$ cat src/dms_pkg.sv
`timescale 1ns / 1ps

package dms_pkg;

  localparam int MaxDigits = 32;
  localparam int DigitW    = 4;
  localparam int CntW      = $clog2(MaxDigits + 1);
  localparam int IdxW      = $clog2(MaxDigits);

  typedef logic [DigitW-1:0] digit_t;
  typedef logic [CntW-1:0]   count_t;
  typedef logic [IdxW-1:0]   idx_t;

  localparam digit_t DigitMax = digit_t'(9);
  localparam digit_t Radix    = digit_t'(10);

  // Control bundle from the sequencer to one digit store.
  typedef struct packed {
    logic append;
    logic clear;
    idx_t rd_addr;
  } store_ctrl_t;

endpackage

$ cat src/dms_digit_store.sv
`timescale 1ns / 1ps

module dms_digit_store import dms_pkg::*; (
  input  logic        clk_i,
  input  logic        rst_ni,
  input  store_ctrl_t ctrl_i,
  input  digit_t      digit_i,
  output digit_t      rd_data_o,
  output count_t      count_o,
  output logic        drop_o
);

  digit_t mem [MaxDigits];
  count_t count_q, count_d;
  digit_t rd_data_q;
  digit_t digit_sat;
  logic   full;
  logic   store_en;

  assign digit_sat = (digit_i > DigitMax) ? DigitMax : digit_i;
  assign full      = (count_q >= count_t'(MaxDigits));
  // A leading zero is not stored, so the count is the significant length.
  assign store_en  = ctrl_i.append && !full && !(count_q == '0 && digit_sat == '0);
  assign drop_o    = ctrl_i.append && full;

  always_comb begin
    count_d = count_q;
    if (ctrl_i.clear) begin
      count_d = '0;
    end else if (store_en) begin
      count_d = count_q + count_t'(1);
    end
  end

  always_ff @(posedge clk_i or negedge rst_ni) begin
    if (!rst_ni) begin
      count_q <= '0;
    end else begin
      count_q <= count_d;
    end
  end

  always_ff @(posedge clk_i) begin
    if (store_en && !ctrl_i.clear) begin
      mem[count_q[IdxW-1:0]] <= digit_sat;
    end
    rd_data_q <= mem[ctrl_i.rd_addr];
  end

  assign rd_data_o = rd_data_q;
  assign count_o   = count_q;

endmodule

$ cat src/decimal_magnitude_subtractor.sv
`timescale 1ns / 1ps

// Decimal magnitude subtractor. Digits of the two numbers are taken one per
// transaction (start high while busy is low), most significant digit first,
// and each goes to the number that action selects; a digit of the second
// number marked last starts the computation and raises busy. The block then
// walks the stored digits with one read port per number: after setup, a
// compare pass over the leading digits while the lengths are equal, a
// subtract pass over every digit of the larger number, and an emit pass
// over the result digits. Results appear one digit per strobe_o pulse, most
// significant first, with last_digit_o on the final one, and must be taken in
// that cycle as there is no back-pressure. busy falls in the cycle after the
// final digit, when both numbers and the overflow flag have been cleared for
// the next pair.
module decimal_magnitude_subtractor import dms_pkg::*; (
  input  logic   clk_i,
  input  logic   rst_ni,
  input  logic   start,
  output logic   busy,
  input  logic   action_i,
  input  digit_t digit_i,
  input  logic   last_i,
  output logic   strobe_o,
  output logic   negative_o,
  output digit_t diff_digit_o,
  output logic   overflow_o,
  output logic   last_digit_o
);

  localparam logic [3:0] S_IDLE     = 4'd0;
  localparam logic [3:0] S_CMP      = 4'd1;
  localparam logic [3:0] S_CMP_RD   = 4'd2;
  localparam logic [3:0] S_CMP_CHK  = 4'd3;
  localparam logic [3:0] S_SUB_INIT = 4'd4;
  localparam logic [3:0] S_SUB_RD   = 4'd5;
  localparam logic [3:0] S_SUB_CALC = 4'd6;
  localparam logic [3:0] S_EMIT_RD  = 4'd7;
  localparam logic [3:0] S_EMIT_OUT = 4'd8;
  localparam logic [3:0] S_ZERO     = 4'd9;

  logic [3:0]  state_q, state_d;
  logic        neg_q, neg_d;
  logic        trunc_q, trunc_d;
  logic        borrow_q, borrow_d;
  count_t      i_q, i_d;
  idx_t        top_q, top_d;
  idx_t        e_q, e_d;

  store_ctrl_t ctrl1, ctrl2;
  digit_t      rd1, rd2;
  count_t      cnt1, cnt2;
  logic        drop1, drop2;

  logic        accept;
  logic        finish;
  count_t      lbig, lsmall;
  count_t      a1, a2;
  digit_t      big_dig, small_dig;
  logic [DigitW:0] diff_raw;
  digit_t      res_dig;
  logic        res_wr;

  digit_t      res_mem [MaxDigits];
  digit_t      res_rd_q;

  assign accept = start && !busy;
  assign finish = (state_q == S_ZERO) || (state_q == S_EMIT_OUT && e_q == '0);

  assign lbig   = neg_q ? cnt2 : cnt1;
  assign lsmall = neg_q ? cnt1 : cnt2;

  // During the compare pass both stores read the same place from the top;
  // during the subtract pass each is read from its own least significant end.
  assign a1 = cnt1 - count_t'(1) - i_q;
  assign a2 = cnt2 - count_t'(1) - i_q;

  always_comb begin
    ctrl1.append  = accept && !action_i;
    ctrl2.append  = accept && action_i;
    ctrl1.clear   = finish;
    ctrl2.clear   = finish;
    ctrl1.rd_addr = i_q[IdxW-1:0];
    ctrl2.rd_addr = i_q[IdxW-1:0];
    if (state_q == S_SUB_RD || state_q == S_SUB_CALC) begin
      ctrl1.rd_addr = a1[IdxW-1:0];
      ctrl2.rd_addr = a2[IdxW-1:0];
    end
  end

  dms_digit_store u_first (
    .clk_i     (clk_i),
    .rst_ni    (rst_ni),
    .ctrl_i    (ctrl1),
    .digit_i   (digit_i),
    .rd_data_o (rd1),
    .count_o   (cnt1),
    .drop_o    (drop1)
  );

  dms_digit_store u_second (
    .clk_i     (clk_i),
    .rst_ni    (rst_ni),
    .ctrl_i    (ctrl2),
    .digit_i   (digit_i),
    .rd_data_o (rd2),
    .count_o   (cnt2),
    .drop_o    (drop2)
  );

  // One decimal digit of the difference with borrow in and out.
  assign big_dig   = neg_q ? rd2 : rd1;
  assign small_dig = (i_q < lsmall) ? (neg_q ? rd1 : rd2) : '0;
  assign diff_raw  = {1'b0, big_dig} - {1'b0, small_dig} - {{DigitW{1'b0}}, borrow_q};
  assign res_dig   = diff_raw[DigitW] ? (diff_raw[DigitW-1:0] + Radix) : diff_raw[DigitW-1:0];
  assign res_wr    = (state_q == S_SUB_CALC);

  always_comb begin
    state_d  = state_q;
    neg_d    = neg_q;
    trunc_d  = trunc_q;
    borrow_d = borrow_q;
    i_d      = i_q;
    top_d    = top_q;
    e_d      = e_q;

    if (drop1 || drop2) begin
      trunc_d = 1'b1;
    end

    case (state_q)
      S_IDLE: begin
        if (accept && action_i && last_i) begin
          state_d = S_CMP;
        end
      end
      S_CMP: begin
        i_d = '0;
        if (cnt1 != cnt2) begin
          neg_d   = (cnt2 > cnt1);
          state_d = S_SUB_INIT;
        end else if (cnt1 == '0) begin
          neg_d   = 1'b0;
          state_d = S_ZERO;
        end else begin
          state_d = S_CMP_RD;
        end
      end
      S_CMP_RD: begin
        state_d = S_CMP_CHK;
      end
      S_CMP_CHK: begin
        if (rd1 != rd2) begin
          neg_d   = (rd2 > rd1);
          state_d = S_SUB_INIT;
        end else if (i_q == cnt1 - count_t'(1)) begin
          neg_d   = 1'b0;
          state_d = S_SUB_INIT;
        end else begin
          i_d     = i_q + count_t'(1);
          state_d = S_CMP_RD;
        end
      end
      S_SUB_INIT: begin
        i_d      = '0;
        borrow_d = 1'b0;
        top_d    = '0;
        state_d  = S_SUB_RD;
      end
      S_SUB_RD: begin
        state_d = S_SUB_CALC;
      end
      S_SUB_CALC: begin
        borrow_d = diff_raw[DigitW];
        if (res_dig != '0) begin
          top_d = i_q[IdxW-1:0];
        end
        if (i_q == lbig - count_t'(1)) begin
          e_d     = top_d;
          state_d = S_EMIT_RD;
        end else begin
          i_d     = i_q + count_t'(1);
          state_d = S_SUB_RD;
        end
      end
      S_EMIT_RD: begin
        state_d = S_EMIT_OUT;
      end
      S_EMIT_OUT: begin
        if (e_q == '0) begin
          trunc_d = 1'b0;
          state_d = S_IDLE;
        end else begin
          e_d     = e_q - idx_t'(1);
          state_d = S_EMIT_RD;
        end
      end
      S_ZERO: begin
        trunc_d = 1'b0;
        state_d = S_IDLE;
      end
      default: begin
        state_d = S_IDLE;
      end
    endcase
  end

  always_ff @(posedge clk_i or negedge rst_ni) begin
    if (!rst_ni) begin
      state_q  <= S_IDLE;
      neg_q    <= 1'b0;
      trunc_q  <= 1'b0;
      borrow_q <= 1'b0;
      i_q      <= '0;
      top_q    <= '0;
      e_q      <= '0;
    end else begin
      state_q  <= state_d;
      neg_q    <= neg_d;
      trunc_q  <= trunc_d;
      borrow_q <= borrow_d;
      i_q      <= i_d;
      top_q    <= top_d;
      e_q      <= e_d;
    end
  end

  // The difference is built least significant digit first and read back
  // from the highest non-zero digit downwards.
  always_ff @(posedge clk_i) begin
    if (res_wr) begin
      res_mem[i_q[IdxW-1:0]] <= res_dig;
    end
    res_rd_q <= res_mem[e_q];
  end

  assign busy         = (state_q != S_IDLE);
  assign strobe_o     = (state_q == S_EMIT_OUT) || (state_q == S_ZERO);
  assign negative_o   = neg_q;
  assign overflow_o   = trunc_q;
  assign diff_digit_o = (state_q == S_ZERO) ? '0 : res_rd_q;
  assign last_digit_o = (state_q == S_ZERO) || (e_q == '0);

`ifndef ASSERT_OFF
  assert property (@(posedge clk_i) disable iff (!rst_ni)
    strobe_o |-> busy)
    else $error("Result strobe outside a computation.");

  assert property (@(posedge clk_i) disable iff (!rst_ni)
    strobe_o && last_digit_o |=> !busy && cnt1 == '0 && cnt2 == '0 && !overflow_o)
    else $error("Block not cleared after the final result digit.");

  assert property (@(posedge clk_i) disable iff (!rst_ni)
    strobe_o |-> diff_digit_o <= DigitMax)
    else $error("Result digit is not decimal.");

  assert property (@(posedge clk_i) disable iff (!rst_ni)
    strobe_o && negative_o |-> !(state_q == S_ZERO))
    else $error("Zero result flagged as negative.");
`endif

endmodule
$ cat config.mk
export PLATFORM = sky130hd
export DESIGN_NAME = decimal_magnitude_subtractor
export DESIGN_NICKNAME = d
export VERILOG_FILES = /design/src/dms_pkg.sv /design/src/dms_digit_store.sv /design/src/decimal_magnitude_subtractor.sv
export SDC_FILE = /design/constraint.sdc
export NUM_CORES = 1
export LEC_CHECK = 0
export BUFFER_PORTS_ARGS = -buffer_cell sky130_fd_sc_hd__buf_2
export CORE_MARGIN = 2
export CORE_UTILIZATION = 25
export CTS_BUF_LIST = sky130_fd_sc_hd__clkbuf_4 sky130_fd_sc_hd__clkbuf_8 sky130_fd_sc_hd__clkbuf_16
export DETAILED_ROUTE_END_ITERATION = 6
export HOLD_SLACK_MARGIN = 0.03
export SLEW_MARGIN = 20
export SYNTH_ARGS = -nofsm -noshare
export SYNTH_HDL_FRONTEND = slang
export SYNTH_SLANG_ARGS = --single-unit
$ cat constraint.sdc
create_clock -name clk_i -period 10.36 [get_ports clk_i]
set_input_delay 2.072 -clock clk_i [delete_from_list [all_inputs] [get_ports clk_i]]
set_output_delay 2.072 -clock clk_i [all_outputs]
set_load 0.01 [all_outputs]
==> metrics.txt, run 1 <==
Cell Pwr Density 162 nW/um^2; Primary FF master, synth sky130_fd_sc_hd__edfxtp_1; max_slew headroom 0.390; via count of the first global-routing pass 12100; worst reg-to-reg path cell count 22; highest clock frequency the design can meet 0.188 GHz; RR Endpoint e_q[3]; TritonRoute pass-1 iters 5; crit path launch type flop; pin count of the biggest net entering global routing 69; max-cap viol count 0; Netlist cell types 76; startpoint of the worst hold path top_q[0]; leading cell type in the layout, fill and taps excluded sky130_fd_sc_hd__edfxtp_1; cell-by-cell trace of the critical path buf_4, mux2i_1, ha_1, o21a_1, o21a_1, o21a_1, o21a_1, o21ai_0, nand2b_1, nor2_1, fa_1, fa_1, inv_1, ha_1, a21oi_1, a311o_1, o221ai_2, buf_4, nor4_4, mux2_2, o21ai_0, a21oi_1; reg-to-reg setup timing slack 5.04 ns; Post-DRT Antenna Nets 0; async set-or-reset flop fraction in the synthesized netlist 0.0812; slew of the pin with the lowest slew margin 0.914 ns; detailed-route via count 11900; standby leakage power 0.00739 uW; Hold Fails Final Rpt 0; fraction of layout cells with a size suffix above 1 0.127; Post-Synth XOR/XNOR Area 0.0160; multiplexer share of the synthesized area 0.0933; post-layout net count 1526; met2 track utilization from global routing 0.178; clock insertion delay at the later pin of the skew report 0.61 ns; count of antenna diodes in the layout 0; adder and majority gate portion of the synthesized area 0.0311; overall track demand over capacity in global routing 0.112; area of the core region 77300 um^2; Total Neg Setup Slack 0 ns; cts-stage hold buffer count 0; die span in y 283 um; warning count from the yosys run 0; clock tree from TritonCTS done; pre-CTS setup slack 4.88 ns; DIE WIDTH 283 um; CP dominant cell by count sky130_fd_sc_hd__o21a_1; via count normalized by instance count 4.66; RSZ-0062 raised after global routing no; register bit total from synthesis 431; detailed-route wire length per cell 17.8 um; total of cells resized after clock tree synthesis 0; Max Slew Vio Count 0; number of fill cells 7852; sequential area share after synthesis 0.649; clock-pin transition on the worst setup and hold timing paths 0.07 ns; post-synthesis cell area 19500 um^2; 1st-iter DRT viols 1006; GRT busiest layer met2; min setup slack post-route 5.04 ns; combinational family with the most area after synthesis simple AND/OR/NAND/NOR gates; final critical-path required period 5.32 ns; Area growth, synth to finish 14.6%; count of buffers added by post-CTS timing repair for setup 0; setup skew after layout 0.0554 ns; effective utilization at floorplan 0.252; root buffer cell sky130_fd_sc_hd__clkbuf_16; Final setup violation count 0; simple-gate share of the synthesized area 0.109; instance count of the mapped netlist 1463; count of clock tree sinks 431; Hold Path Sink top_q[0]; delay of the slowest cell on the worst path 0.56 ns; origin of the critical flop-to-flop path negative_o; maximum fanout count along the critical path 33; final cell utilization of the core 0.289; H-Tree Depth 2; Peak VDD IR 0.000110 V; worst-path cell with the longest stage delay sky130_fd_sc_hd__nor4_4; status finished, final reports clean; type of the tightest min-delay check flop to flop; total routed wirelength 45500 um; die footprint 80100 um^2; Setup Crit Path Kind flop to flop; number of remaining DRC errors 0; number of buffers inserted during clock tree synthesis 44; met3 Usage GRT 0.0202; compound-gate portion of the synthesized area 0.0761; number of antenna violations at the first check in global routing 1; count of port buffers added during placement 17; HPWL reported at the end of detailed placement 29000 um; depth of the worst hold-timing path 2; number of synthesized flops with an enable pin 384; ratio of final minimum period to clock period 0.513; sum of overflow across all layers after global routing 0; data arrival time of the critical path 5.78 ns; row count 102; synthesized netlist net count 1518; met1 layer usage reported by global route 0.153; wire length of the first global-routing pass 70400 um; Final GP Congestion 0.843; CP required 10.82 ns; leading cell types in the layout, fill and taps excluded sky130_fd_sc_hd__edfxtp_1 (384), sky130_fd_sc_hd__nand2_1 (175), sky130_fd_sc_hd__nor2_1 (146); worst-case clock buffer depth 3; count of boundary I/O pins 18; kind of end point of the critical path flop; average cell area after synthesis 13.3 um^2
==> metrics by stage <==
step	std cells	hold slack [ns]	area [um^2]	total power, uW
final	2547	0.496	22300	3620
after global routing	2547	0.531	22300	3730
after CTS	2547	0.500	22300	3660
after detailed placement	2465	0.485	20700	1950
after global placement	2465	0.462	20700	1950
after floorplan	1463	0.450	19500	1930
==> power breakdown <==
group,switching [uW],leakage (uW),total [uW],internal [uW]
Sequential,0,0.00390,1880,1880
Combinational,24.6,0.00270,28.0,3.35
Clock,673,0.000796,1710,1040
Total,698,0.00739,3620,2930
==> layout make-up <==
type                    instances  area [um^2]  area share
well taps                    1040         1300      0.0583
inverters                      37          139     0.00622
clock inverters                19          327      0.0146
flip-flops and latches        431        12600       0.567
multi-input cells             920         6390       0.287
clock buffers                  63         1270      0.0569
repair buffers                 37          235      0.0105
==> state kept, by name, indices dropped and copies added, names as in the netlist <==
register and cells:
overflow_o 1, u_second.rd_data_o 4, res_rd_q 4, u_first.mem 128, u_second.mem 128, e_q 5
top_q 5, borrow_q 1, u_second.count_o 6, u_first.count_o 6, u_first.rd_data_o 4, res_mem 128
i_q 6, state_q 4, negative_o 1
==> worst max-delay path, delay by kind of cell, from the launching register on <==
family,cells,cell delay (ns)
mux,2,0.66
compound gates,10,1.37
simple gates,3,0.88
flops,1,0.32
fa+ha+maj,4,1.23
buf+inv,3,0.71
==> cell usage after synthesis (19+ instances only) <==
master,n,area [um^2]
sky130_fd_sc_hd__o21ai_0,29,145
sky130_fd_sc_hd__ha_1,42,526
sky130_fd_sc_hd__xnor2_1,26,228
sky130_fd_sc_hd__a21oi_1,60,300
sky130_fd_sc_hd__mux2_2,19,214
sky130_fd_sc_hd__nand2_1,175,657
sky130_fd_sc_hd__inv_1,34,128
sky130_fd_sc_hd__nor2_1,146,548
sky130_fd_sc_hd__buf_2,24,120
sky130_fd_sc_hd__clkbuf_1,41,154
sky130_fd_sc_hd__mux2i_1,107,1070
sky130_fd_sc_hd__mux4_2,23,518
sky130_fd_sc_hd__edfxtp_1,384,11500
sky130_fd_sc_hd__nand3_1,54,270
sky130_fd_sc_hd__dfrtp_1,35,876
==> cell families after synthesis <==
logic type,after synthesis
buffers and inverters,112
adder cells (fa/ha/maj),46
AO/OA/AOI/OAI,216
XOR/XNOR,34
AND/OR/NAND/NOR,474
multiplexers,150
flip-flops,431
==> metal layers <==
| layer | vias to the layer above | wire [um] |
|---|---|---|
| met2 | 366 | 20800 |
| met1 | 5948 | 20600 |
| met5 | - | 0 |
| met3 | 79 | 2810 |
| li1 | 5485 | - |
| met4 | 0 | 1210 |
==> worst max-delay path by stage <==
stage	startpoint	end	slack [ns]
after floorplan	negative_o	e_q[3]	4.50
after detailed placement	negative_o	e_q[3]	4.88
after global routing	negative_o	e_q[3]	4.61
after global placement	negative_o	e_q[3]	4.96
after CTS	negative_o	e_q[3]	4.78
final	negative_o	e_q[3]	5.04
(Power assumes the default switching activity.)
==> run 2: changes to the inputs <==
--- a/config.mk
+++ b/config.mk
@@ -5,6 +5,7 @@
 export SDC_FILE = /design/constraint.sdc
 export NUM_CORES = 1
 export LEC_CHECK = 0
+export ABC_AREA = 1
 export BUFFER_PORTS_ARGS = -buffer_cell sky130_fd_sc_hd__buf_2
 export CORE_MARGIN = 2
 export CORE_UTILIZATION = 25
==> constraint.sdc (replaced) <==
create_clock -name clk_i -period 5 [get_ports clk_i]
set_input_delay 1 -clock clk_i [delete_from_list [all_inputs] [get_ports clk_i]]
set_output_delay 1 -clock clk_i [all_outputs]
set_load 0.01 [all_outputs]
==> metrics.txt, run 2 <==
RSZ-0062 raised after global routing no; Final setup violation count 0 (unchanged); area of the core region 82100 um^2 (+6.2%); synthesized netlist net count 2112 (+39%); HPWL reported at the end of detailed placement 31900 um (+9.9%); internal power component 9810 uW (+240%); worst reg-to-reg path cell count 21 (-4.5%); Yosys top cell area share 0.556 (-0.0361); max-cap viol count 0 (unchanged); ratio of final minimum period to clock period 0.917 (+0.404); post-synthesis cell area 20700 um^2 (+6.5%); sum of buffers and inverters on the critical path 4 (+1); Peak VDD IR 0.00138 V (+1200%); pin count of the biggest net entering global routing 69 (unchanged); final critical-path required period 4.59 ns (-0.732 ns); register bit total from synthesis 431 (unchanged); sequential area share after synthesis 0.610 (-0.0395); power consumption 17100 uW (+370%); H-Tree Depth 2 (unchanged); Final GP Congestion 0.886 (+5.1%); CP dominant cell by count sky130_fd_sc_hd__nand2_1; count of boundary I/O pins 18 (unchanged); count of buffers added by post-CTS timing repair for setup 0 (unchanged); async set-or-reset flop fraction in the synthesized netlist 0.0812 (unchanged); depth of the worst hold-timing path 2 (unchanged); average cell area after synthesis 10.1 um^2 (-24%); TritonRoute pass-1 iters 5 (unchanged); reg-to-reg setup timing slack 0.41 ns (-4.63 ns); row count 105 (+2.9%); via count normalized by instance count 4.56 (-2.2%); number of antenna violations at the first check in global routing 0 (-1); Clock power frac 0.213 (-0.259); fraction of layout cells with a size suffix above 1 0.0793 (-0.0481); clock insertion delay at the later pin of the skew report 0.61 ns (about the same); number of buffers inserted during clock tree synthesis 47 (+6.8%); slew of the pin with the lowest slew margin 1.01 ns (+0.0990 ns); Hold Path Sink top_q[0]; Largest delay share family, worst path adder cells; setup skew after layout 0.0363 ns (-0.0192 ns); delay of the slowest cell on the worst path 0.61 ns (+0.05 ns); count of clock tree sinks 431 (unchanged); number of remaining DRC errors 0 (unchanged); RR Endpoint top_q[3]; cts-stage hold buffer count 0 (unchanged); warning count from the yosys run 0 (unchanged); Hold Fails Final Rpt 0 (unchanged); clock tree from TritonCTS done; detailed-route via count 14400 (+21%); DIE WIDTH 292 um (+3.1%); root buffer cell sky130_fd_sc_hd__clkbuf_16; CP required 5.50 ns (-5.32 ns); type of the tightest min-delay check flop to flop; Max Slew Vio Count 0 (unchanged); cell with the most instances after synthesis sky130_fd_sc_hd__edfxtp_1; origin of the critical flop-to-flop path u_first.count_o[4]; cell-by-cell trace of the critical path inv_1, nand2_1, o21ai_0, ha_1, nand2_1, o31ai_1, a211oi_1, fa_1, fa_1, xnor2_1, ha_1, inv_1, nand3_1, nand3_1, nand2_1, buf_4, inv_2, nand2_2, nand2_1, and2_1, o21ai_0; status finished, final reports clean; count of antenna diodes in the layout 0 (unchanged); number of synthesized flops with an enable pin 384 (unchanged); crit path launch type flop; Setup Crit Path Kind flop to flop; Cells after DPL 3078 (+25%); Reg power frac 0.332 (-0.188); highest clock frequency the design can meet 0.218 GHz (+16%); Cell Pwr Density 728 nW/um^2 (+350%); Total Neg Setup Slack 0 ns (unchanged); maximum fanout count along the critical path 33 (unchanged); die footprint 85300 um^2 (+6.4%); leading cell types by count after synthesis sky130_fd_sc_hd__edfxtp_1 (384), sky130_fd_sc_hd__nand2_1 (357), sky130_fd_sc_hd__nand3_1 (294); detailed-route wire length per cell 16.3 um (-8.5%); clock-pin transition on the worst setup and hold timing paths 0.06 ns (about the same); leading cell types in the layout, fill and taps excluded sky130_fd_sc_hd__edfxtp_1 (384), sky130_fd_sc_hd__nand2_1 (356), sky130_fd_sc_hd__nand3_1 (294); wire length of the first global-routing pass 81100 um (+15%); total routed wirelength 51700 um (+14%); count of port buffers added during placement 17 (unchanged); Post-DRT Antenna Nets 0 (unchanged); overall track demand over capacity in global routing 0.120 (+0.00879); worst-case clock buffer depth 3 (unchanged); startpoint of the worst hold path top_q[0]; via count of the first global-routing pass 14000 (+16%); max_slew headroom 0.320 (-0.0702); switching power 7300 uW (+950%); leading cell type in the layout, fill and taps excluded sky130_fd_sc_hd__edfxtp_1; data arrival time of the critical path 5.08 ns (-0.70 ns); most area-consuming cells after synthesis sky130_fd_sc_hd__edfxtp_1 (56%), sky130_fd_sc_hd__nand3_1 (7.1%), sky130_fd_sc_hd__nand2_1 (6.5%); Sw Ratio 0.427 (+0.234); Hold Slack 0.489 ns (-0.00718 ns); post-layout net count 2112 (+38%); effective utilization at floorplan 0.253 (+0.000745); library cell with the largest summed area after synthesis sky130_fd_sc_hd__edfxtp_1; die span in y 292 um (+3.1%); Primary FF master, synth sky130_fd_sc_hd__edfxtp_1; kind of end point of the critical path flop; Combinational Power Share 0.455 (+0.447); worst-path cell with the longest stage delay sky130_fd_sc_hd__o31ai_1; Area growth, synth to finish 13.4%; standby leakage power 0.00904 uW (+22%); non-filler cells in the finished layout 3164 (+24%); 1st-iter DRT viols 1423 (+41%); instance count of the mapped netlist 2057 (+41%); sum of overflow across all layers after global routing 0 (unchanged); Netlist cell types 48 (-37%)
run 2: cell types whose count changed in the layout (fill, tap and decap cells not counted), moves of 18 or more:
| cell | previous run | this run |
|---|---|---|
| sky130_fd_sc_hd__inv_1 | 33 | 230 |
| sky130_fd_sc_hd__mux4_2 | 23 | 0 |
| sky130_fd_sc_hd__o22ai_1 | 10 | 36 |
| sky130_fd_sc_hd__nor2_1 | 146 | 213 |
| sky130_fd_sc_hd__nand3b_1 | 4 | 122 |
| sky130_fd_sc_hd__mux2_2 | 19 | 0 |
| sky130_fd_sc_hd__o21ai_0 | 29 | 104 |
| sky130_fd_sc_hd__a21oi_1 | 60 | 29 |
| sky130_fd_sc_hd__mux2i_1 | 107 | 4 |
| sky130_fd_sc_hd__nand2_1 | 175 | 356 |
| sky130_fd_sc_hd__xnor2_1 | 25 | 7 |
| sky130_fd_sc_hd__nand3_1 | 54 | 294 |
run 2: worst register-to-register path, delay by kind of cell, from the launching register on:
kind            cells  cell delay [ns]
compound gates      4             0.98
flops               1             0.51
buf+inv             4             0.66
xor+xnor            1             0.22
simple gates        8             0.71
fa+ha+maj           4             1.38
run 2: timing repair:
| item | in CTS | in global routing |
|---|---|---|
| endpoints found under the hold margin | 0 | 0 |
| setup endpoints to repair | 0 | 7 |
| gates resized for setup | 0 | 1 |
run 2: worst max path at each step:
stage,start,endpoint,slack [ns],cells past startpoint
after floorplan,negative_o,e_q[4],0.22,20
after global placement,negative_o,e_q[4],0.41,21
after global routing,u_first.count_o[4],top_q[2],0.02,21
after CTS,negative_o,top_q[3],0.29,19
after detailed placement,negative_o,top_q[2],0.30,19
final,u_first.count_o[4],top_q[3],0.41,21
run 2: stage by stage:
stage                util  instance area [um^2]  worst slack (ns)
global placement    0.266                 21900             0.409
CTS                 0.286                 23500             0.289
global route        0.286                 23500            0.0204
floorplan               -                 20700             0.215
finish              0.286                 23500             0.414
detailed placement  0.266                 21900             0.300
run 2: layout make-up:
class,count,area (um^2)
Tap cell,1070,1340
Timing Repair Buffer,44,288
Clock buffer,61,1320
Inverter,248,933
Sequential cell,431,12600
Clock inverter,25,319
Fill cell,8465,58600
Multi-Input combinational cell,1285,6670
run 2: per-layer routing:
| metal | track usage | wire [um] |
|---|---|---|
| met5 | 0 | 0 |
| met3 | 0.0214 | 3380 |
| met2 | 0.195 | 23900 |
| met1 | 0.166 | 23400 |
| met4 | 0.0323 | 1070 |
run 2: cell families after synthesis:
kind of cell / share of synthesized area
AND/OR/NAND/NOR: 0.231
buffers and inverters: 0.0691
XOR/XNOR: 0.00676
AO/OA/AOI/OAI: 0.0520
adder cells (fa/ha/maj): 0.0292
flip-flops: 0.610
multiplexers: 0.00193
run 2: power groups by stage:
stage               sequential [uW]  combinational, uW  clock [uW]
floorplan                      5730               5430           0
global placement               5750               7740           0
detailed placement             5760               7810           0
CTS                            5680               7840        3710
global route                   5710               8790        3850
finish                         5690               7790        3640
